[src/sv/dfs_topological_order_top_macros.svh]
// Assertion helpers, clocked on clk and disabled during reset.
`ifndef DFS_TOPOLOGICAL_ORDER_TOP_MACROS_SVH
`define DFS_TOPOLOGICAL_ORDER_TOP_MACROS_SVH

`define DFS_ASSERT(lbl, cond, msg) \
	lbl: assert property (@(posedge clk) disable iff (!arst_n) (cond)) else $error(msg);

`define DFS_ASSERT_IMP(lbl, ante, cons, msg) \
	lbl: assert property (@(posedge clk) disable iff (!arst_n) (ante) |-> (cons)) \
		else $error(msg);

`define DFS_ASSERT_NEXT(lbl, ante, cons, msg) \
	lbl: assert property (@(posedge clk) disable iff (!arst_n) (ante) |=> (cons)) \
		else $error(msg);

`endif

[src/sv/dfs_pkg.sv]
`default_nettype none
package dfs_pkg;

	localparam int DEF_MAX_VERTICES = 16;
	localparam int DEF_MAX_EDGES    = 64;

	localparam int          CFG_W       = 5;
	localparam logic [4:0]  VCOUNT_RST  = 5'd16;

	localparam logic        CMD_ADD = 1'b0;
	localparam logic        CMD_RUN = 1'b1;

	localparam logic [1:0]  KIND_DISC = 2'd0;
	localparam logic [1:0]  KIND_TOPO = 2'd1;
	localparam logic [1:0]  KIND_ACK  = 2'd2;

	typedef struct packed {
		logic       cmd;
		logic [3:0] edge_source;
		logic [3:0] edge_target;
	} dfs_req_t;

	typedef struct packed {
		logic [1:0] kind;
		logic [3:0] vertex;
		logic       edge_dropped;
		logic       last;
	} dfs_result_t;

endpackage
`default_nettype wire

[src/sv/dfs_topological_order_top.sv]
// Add edge: accepted every cycle with busy low; the acknowledge is on result in the cycle
// after the request. Run: busy until the search and the topological output are done; each edge
// takes an S_TOP step, which issues the edge memory read, and an S_EDGE step that uses it;
// a new request is taken in any cycle with busy low.
// Results are single-cycle strobes and cannot be stalled: discovery order, then topological
// order one per cycle. Reset empties edge count and heads, clears colors, vertex_count = 16.
`default_nettype none
`include "dfs_topological_order_top_macros.svh"
module dfs_topological_order_top #(
	parameter int MAX_VERTICES = dfs_pkg::DEF_MAX_VERTICES,
	parameter int MAX_EDGES    = dfs_pkg::DEF_MAX_EDGES
) (
	input  wire logic                      clk,
	input  wire logic                      arst_n,
	input  wire logic                      start,
	output logic                           busy,
	input  wire dfs_pkg::dfs_req_t         req,
	input  wire logic                      cfg_we,
	input  wire logic [dfs_pkg::CFG_W-1:0] cfg_wdata,
	output logic                           result_valid,
	output dfs_pkg::dfs_result_t           result
);
	import dfs_pkg::*;

	localparam int VW = $clog2(MAX_VERTICES);
	localparam int NW = $clog2(MAX_VERTICES + 1);
	localparam int EW = $clog2(MAX_EDGES);
	localparam int LW = EW + 1;
	localparam logic [LW-1:0] NIL = LW'(MAX_EDGES);

	typedef enum logic [4:0] {
		S_IDLE = 5'b00001,
		S_ROOT = 5'b00010,
		S_TOP  = 5'b00100,
		S_EDGE = 5'b01000,
		S_TOPO = 5'b10000
	} state_t;

	state_t state_q;
	logic [CFG_W-1:0]        vcount_q;
	logic [LW-1:0]           edges_used_q;
	logic [LW-1:0]           head_q [MAX_VERTICES];
	logic [MAX_VERTICES-1:0] visited_q;
	logic [NW-1:0]           sp_q;
	logic [NW-1:0]           root_q;
	logic [NW-1:0]           fc_q;
	logic                    res_valid_q;
	dfs_result_t             result_q;

	logic [VW-1:0] stk_v_q [MAX_VERTICES];
	logic [LW-1:0] stk_c_q [MAX_VERTICES];
	logic [VW-1:0] fin_q   [MAX_VERTICES];

	logic [3+LW:0] edge_mem [MAX_EDGES];
	logic [3:0]    rd_tgt_q;
	logic [LW-1:0] rd_next_q;

	logic [NW-1:0] n_eff;
	logic          accept;
	logic          add_ok;
	logic          root_in;
	logic [VW-1:0] root_idx;
	logic [VW-1:0] src_idx;
	logic [VW-1:0] t_idx;
	logic [NW-1:0] sp_m1;
	logic [VW-1:0] top_idx;
	logic [VW-1:0] sp_idx;
	logic [VW-1:0] fc_idx;
	logic [NW-1:0] fc_m1;
	logic [VW-1:0] top_v;
	logic [LW-1:0] top_c;
	logic          t_ok;
	logic [VW-1:0] head_raddr;
	logic [LW-1:0] head_rd;
	logic          mem_we;
	logic          mem_re;

	always_comb begin
		n_eff    = (32'(vcount_q) > MAX_VERTICES) ? NW'(MAX_VERTICES) : NW'(vcount_q);
		accept   = start && (state_q == S_IDLE);
		src_idx  = VW'(req.edge_source);
		add_ok   = (edges_used_q != NIL) && (32'(req.edge_source) < 32'(n_eff))
			&& (32'(req.edge_target) < 32'(n_eff));
		root_in  = root_q < n_eff;
		root_idx = root_q[VW-1:0];
		sp_m1    = sp_q - NW'(1);
		top_idx  = sp_m1[VW-1:0];
		sp_idx   = sp_q[VW-1:0];
		fc_idx   = fc_q[VW-1:0];
		fc_m1    = fc_q - NW'(1);
		top_v    = stk_v_q[top_idx];
		top_c    = stk_c_q[top_idx];
		t_idx    = VW'(rd_tgt_q);
		t_ok     = (32'(rd_tgt_q) < 32'(n_eff)) && !visited_q[t_idx]
			&& (32'(sp_q) < MAX_VERTICES);
		case (state_q)
			S_ROOT:  head_raddr = root_idx;
			S_EDGE:  head_raddr = t_idx;
			default: head_raddr = src_idx;
		endcase
		head_rd  = head_q[head_raddr];
		mem_we   = accept && (req.cmd == CMD_ADD) && add_ok;
		mem_re   = (state_q == S_TOP) && (sp_q != '0) && (top_c != NIL);
	end

	always_ff @(posedge clk or negedge arst_n) begin
		if (!arst_n) begin
			state_q      <= S_IDLE;
			vcount_q     <= VCOUNT_RST;
			edges_used_q <= '0;
			for (int i = 0; i < MAX_VERTICES; i++) begin
				head_q[i] <= NIL;
			end
			visited_q    <= '0;
			sp_q         <= '0;
			root_q       <= '0;
			fc_q         <= '0;
			res_valid_q  <= 1'b0;
		end else begin
			res_valid_q <= 1'b0;
			if (cfg_we) begin
				vcount_q <= cfg_wdata;
			end
			case (state_q)
				S_IDLE: begin
					if (accept) begin
						if (req.cmd == CMD_ADD) begin
							res_valid_q <= 1'b1;
							if (add_ok) begin
								head_q[src_idx] <= edges_used_q;
								edges_used_q    <= edges_used_q + LW'(1);
							end
						end else begin
							visited_q <= '0;
							root_q    <= '0;
							fc_q      <= '0;
							sp_q      <= '0;
							state_q   <= S_ROOT;
						end
					end
				end
				S_ROOT: begin
					if (!root_in) begin
						state_q <= (fc_q == '0) ? S_IDLE : S_TOPO;
					end else if (visited_q[root_idx]) begin
						root_q <= root_q + NW'(1);
					end else begin
						visited_q[root_idx] <= 1'b1;
						res_valid_q         <= 1'b1;
						sp_q                <= NW'(1);
						state_q             <= S_TOP;
					end
				end
				S_TOP: begin
					if (sp_q == '0) begin
						root_q  <= root_q + NW'(1);
						state_q <= S_ROOT;
					end else if (top_c == NIL) begin
						sp_q <= sp_m1;
						fc_q <= fc_q + NW'(1);
					end else begin
						state_q <= S_EDGE;
					end
				end
				S_EDGE: begin
					if (t_ok) begin
						visited_q[t_idx] <= 1'b1;
						res_valid_q      <= 1'b1;
						sp_q             <= sp_q + NW'(1);
					end
					state_q <= S_TOP;
				end
				S_TOPO: begin
					res_valid_q <= 1'b1;
					fc_q        <= fc_m1;
					if (fc_q == NW'(1)) begin
						state_q <= S_IDLE;
					end
				end
				default: begin
					state_q <= S_IDLE;
				end
			endcase
		end
	end

	always_ff @(posedge clk) begin
		case (state_q)
			S_IDLE: begin
				result_q.kind         <= KIND_ACK;
				result_q.vertex       <= '0;
				result_q.edge_dropped <= !add_ok;
				result_q.last         <= 1'b1;
			end
			S_ROOT: begin
				stk_v_q[0]            <= root_idx;
				stk_c_q[0]            <= head_rd;
				result_q.kind         <= KIND_DISC;
				result_q.vertex       <= 4'(root_idx);
				result_q.edge_dropped <= 1'b0;
				result_q.last         <= 1'b0;
			end
			S_TOP: begin
				if ((sp_q != '0) && (top_c == NIL)) begin
					fin_q[fc_idx] <= top_v;
				end
			end
			S_EDGE: begin
				stk_c_q[top_idx] <= rd_next_q;
				if (t_ok) begin
					stk_v_q[sp_idx] <= t_idx;
					stk_c_q[sp_idx] <= head_rd;
				end
				result_q.kind         <= KIND_DISC;
				result_q.vertex       <= 4'(t_idx);
				result_q.edge_dropped <= 1'b0;
				result_q.last         <= 1'b0;
			end
			S_TOPO: begin
				result_q.kind         <= KIND_TOPO;
				result_q.vertex       <= 4'(fin_q[fc_m1[VW-1:0]]);
				result_q.edge_dropped <= 1'b0;
				result_q.last         <= (fc_q == NW'(1));
			end
			default: begin
				result_q <= result_q;
			end
		endcase
	end

	// edge memory: target and next link, one write and one registered read port
	always_ff @(posedge clk) begin
		if (mem_we) begin
			edge_mem[edges_used_q[EW-1:0]] <= {req.edge_target, head_rd};
		end
		if (mem_re) begin
			{rd_tgt_q, rd_next_q} <= edge_mem[top_c[EW-1:0]];
		end
	end

	assign busy         = (state_q != S_IDLE);
	assign result_valid = res_valid_q;
	assign result       = result_q;

	`DFS_ASSERT(a_sp_range, 32'(sp_q) <= MAX_VERTICES, "stack pointer past depth")
	`DFS_ASSERT(a_fc_range, 32'(fc_q) <= MAX_VERTICES, "finish count past depth")
	`DFS_ASSERT_NEXT(a_add_ack, start && !busy && (req.cmd == CMD_ADD),
		result_valid && (result.kind == KIND_ACK) && result.last, "missing edge acknowledge")
	`DFS_ASSERT_IMP(a_last_kind, result_valid && result.last,
		(result.kind == KIND_ACK) || (result.kind == KIND_TOPO), "last on discovery result")
	`DFS_ASSERT_IMP(a_edge_after_top, state_q == S_EDGE, $past(mem_re),
		"edge step without memory read")

endmodule
`default_nettype wire

[config.mk]
export PLATFORM = sky130hd
export DESIGN_NAME = dfs_topological_order_top
export DESIGN_NICKNAME = d
export VERILOG_FILES = /design/src/sv/dfs_pkg.sv /design/src/sv/dfs_topological_order_top.sv
export VERILOG_INCLUDE_DIRS = /design/src /design/src/sv
export SDC_FILE = /design/constraint.sdc
export NUM_CORES = 2
export LEC_CHECK = 0
export ABC_AREA = 1
export CAP_MARGIN = 30
export CELL_PAD_IN_SITES_DETAIL_PLACEMENT = 0
export CELL_PAD_IN_SITES_GLOBAL_PLACEMENT = 1
export CORE_UTILIZATION = 25
export DETAILED_ROUTE_END_ITERATION = 16
export DONT_BUFFER_PORTS = 1
export PLACE_DENSITY_LB_ADDON = 0.1
export RECOVER_POWER = 100
export SETUP_SLACK_MARGIN = 0.3
export SLEW_MARGIN = 40
export SYNTH_ARGS = -nofsm -noshare
export SYNTH_HDL_FRONTEND = slang
export SYNTH_SLANG_ARGS = --single-unit
[constraint.sdc]
create_clock -name clk -period 10.4 [get_ports clk]
set_clock_uncertainty 0.1 [all_clocks]
set_input_delay 3.12 -clock clk [delete_from_list [all_inputs] [get_ports clk]]
set_output_delay 3.12 -clock clk [all_outputs]
set_load 0.02 [all_outputs]
==> metrics.md <==
| Metric | Value |
|---|---|
| Post-synthesis sequential area ratio | `62.5%` |
| Routability cong. | `0.759` |
| Setup violators final | `0` |
| Die Y | `461 µm` |
| Failing checks | `capacitance limit, slew limit` |
| Slew @ Worst Pin | `2.94 ns` |
| CP Class | `reg2reg` |
| F_max | `roughly 120 MHz` |
| CTS tree | `done` |
| Nets | `5,118` |
| Primary FF master, synth | `edfxtp_1` |
| Initial DRC count | `2,849` |
| Routed length per placed instance | `23.8 µm` |
| RSZ-0062 raised after global routing | `no` |
| Routed WL | `190 mm` |
| Post-Syn Area | `52,800 µm²` |
| H-Tree Depth | `4` |
| Final setup TNS | `0 ns` |
| HPWL Detailed | `114 mm` |
| Rel. slew slack | `-95.8%` |
| Most frequent cells in the layout | `nand2_1, edfxtp_1, nand3_1` |
| Worst-path clk slew | `about 0.060 ns` |
| CTS Sinks | `between 1,000 and 1,500` |
| Share of flip-flops with an asynchronous set or reset | `approximately 14%` |
| Skew-Pair Late Insertion Delay | `0.80 ns` |
| Slew Viols, Final | `about 180` |
| Post-route setup slack | `2.14 ns` |
| First-pass GRT wire length | `approximately 270 mm` |
| Boundary pin count | `28` |
| Startpoint Class | `register` |
| Layout cell share with drive strength beyond 1 | `7.29%` |
| Starting density of the core | `25.2%` |
| Crit. End Element | `register` |
| Hold WC Path Type | `reg2reg` |
| Placed Area | `~55,000 µm²` |
| Syn nets | `5,229` |
| Design area | `59,700 µm²` |
| Cells after DPL | `just under 8,000` |
| Largest net degree at the start of global routing | `between 150 and 200` |
| FF+latch count, synth | `1,124` |
| Core area | `210,000 µm²` |
| CP arrival | `8.67 ns` |
| Total track usage | `17.8%` |
| Dpl ws | `roughly 3.3 ns` |
| Area delta synth->final | `13.2%` |
| EDFF count, synth | `963` |
| Netlist cell types | `64` |
| Min cycle time layout | `8.26 ns` |
| Via density | `4.61` |
| Max_cap viols | `8` |
| Critical path fanouts, max | `40` |
| Commonest non-fill, non-tap cell in the layout | `nand2_1` |
| WHS Path Cells | `2` |
| CTS Root Cell | `clkbuf_16` |
| Fin. Hold Viols | `0` |
| Finished Layout Cells | `7,996` |
| Cts repair resizes | `0` |
| Drt drc | `0` |
| Fill count | `22,000` |
| Number of global-route vias before repair | `36,500` |
| I/O Buffers | `0` |
| Die area | `~210,000 µm²` |
| Synth warnings | `0` |
| GR Overflow Total | `0` |
| Drt pass-1 iters | `5` |
| Initial antenna violation count | `6` |
| Final worst-path cycle share | `approximately four fifths` |
| Worst R2R Path Depth | `13` |
| Average size of a mapped cell | `10.2 µm²` |
| Synth Instances | `between 5,000 and 6,000` |
| Clk buf depth | `3` |
| Status | `finished with violations` |
| Antenna viol nets, final | `0` |
| Vias | `36,900` |
| Req. time, crit path | `10.81 ns` |
| Die W | `461 µm` |
| Hold_buf cts | `0` |
| Setup Fix Bufs, Post-CTS | `0` |
| Placement Rows | `approximately 170` |
| CTS buffer count | `145` |
[cell usage after synthesis (all sizes together) (3+ instances only)]
| cell | instances | area share [%] |
|---|---|---|
| o31ai | 4 | 0.057 |
| a22oi | 4 | 0.057 |
| ha | 29 | 0.69 |
| mux2 | 3 | 0.064 |
| xor2 | 8 | 0.15 |
| nand3b | 283 | 4.0 |
| a32oi | 6 | 0.10 |
| edfxtp | 963 | 55 |
| o221ai | 6 | 0.10 |
| nor2 | 254 | 1.9 |
| nand4 | 17 | 0.25 |
| o211ai | 43 | 0.71 |
| a31oi | 5 | 0.059 |
| a211oi | 5 | 0.071 |
| nor3 | 39 | 0.50 |
| nand2 | 1117 | 8.2 |
| o22ai | 26 | 0.31 |
| buf | 206 | 2.3 |
| o21ai | 315 | 3.0 |
| clkbuf | 115 | 0.83 |
| inv | 548 | 3.9 |
| dfrtp | 143 | 6.8 |
| dfstp | 18 | 0.90 |
| nand3 | 916 | 9.0 |
| a221oi | 8 | 0.13 |
| a21oi | 66 | 0.68 |
| or2 | 20 | 0.24 |
[registers in the layout, summed over array words and instances, names as in the netlist, 4 cells and up]
register / flops
root_q: 5
result: 8
rd_next_q: 7
vcount_q: 5
edges_used_q: 7
fin_q: 64
rd_tgt_q: 4
state_q: 5
head_q: 112
stk_v_q: 64
sp_q: 5
stk_c_q: 112
fc_q: 5
visited_q: 16
edge_mem: 704
[final timing paths]
path / start / to / slack (ns)
min reg2reg: head_q[12]$_DFFE_PN0P_ / head_q[12]$_DFFE_PN0P_ / 0.38
max reg2reg: state_q[0]$_DFFE_PN1P_ / edge_mem[1][6]$_DFFE_PP_ / 2.14
min in group asynchronous: arst_n / result_valid$_DFF_PN0_ / 1.92
max: state_q[0]$_DFFE_PN1P_ / edge_mem[1][6]$_DFFE_PP_ / 2.14
max in group asynchronous: arst_n / sp_q[0]$_DFFE_PN0P_ / 7.71
min: head_q[12]$_DFFE_PN0P_ / head_q[12]$_DFFE_PN0P_ / 0.38
[per-stage QoR]
| stage | utilization, % | hold slack, ns |
|---|---|---|
| floorplan | - | 0.342 |
| global placement | 26.3 | 0.358 |
| detailed placement | 26.5 | 0.365 |
| CTS | 28.7 | 0.374 |
| global route | 28.5 | 0.395 |
| finish | 28.5 | 0.376 |
[worst max-delay path, stage by stage, from the launching register on]
cell and delay (ns):
dfstp_1 0.56, nor2_1 0.10, nand4_2 0.07, clkbuf_1 2.06, inv_1 1.18, nor2_8 0.59, clkinvlp_2 0.70, o21ai_4 0.32
buf_4 0.39, o211ai_1 0.16, nand3_1 0.12, nand3_1 0.30, nand2_4 0.59, buf_4 0.57
[metal layers]
metal | routed length [µm] | share of wire [%] | track usage (%)
met1 | 91500 | 48 | 25.1
met2 | 86700 | 46 | 27.9
met3 | 7270 | 3.8 | 2.64
met4 | 4700 | 2.5 | 5.21
met5 | 0 | 0 | 0
[cells by family (layout without fill, tap and decap cells)]
group           count (synthesis)  after routing  share of synthesized area, %
other cells                     0              4                             0
buf+inv                       871            876                          7.04
compound gates                495            495                          5.39
fa+ha+maj                      29             29                         0.688
simple gates                 2650           2650                          24.2
mux                             3              3                        0.0640
xor+xnor                       10             10                         0.194
flops                        1124           1124                          62.5
[final cells by class]
class / instances / area [µm²] / area share [%]
repair buffers: 63 / 444 / 0.744
clock buffers: 184 / 3890 / 6.51
diodes: 4 / 10.0 / 0.0168
flip-flops and latches: 1124 / 33000 / 55.2
inverters: 550 / 2080 / 3.48
multi-input cells: 3187 / 16100 / 26.9
well taps: 2805 / 3510 / 5.88
clock inverters: 79 / 737 / 1.23
Power is left out: the tool's default activity adds up to more than one toggle a clock period on the data nets, which glitch-free logic cannot reach.
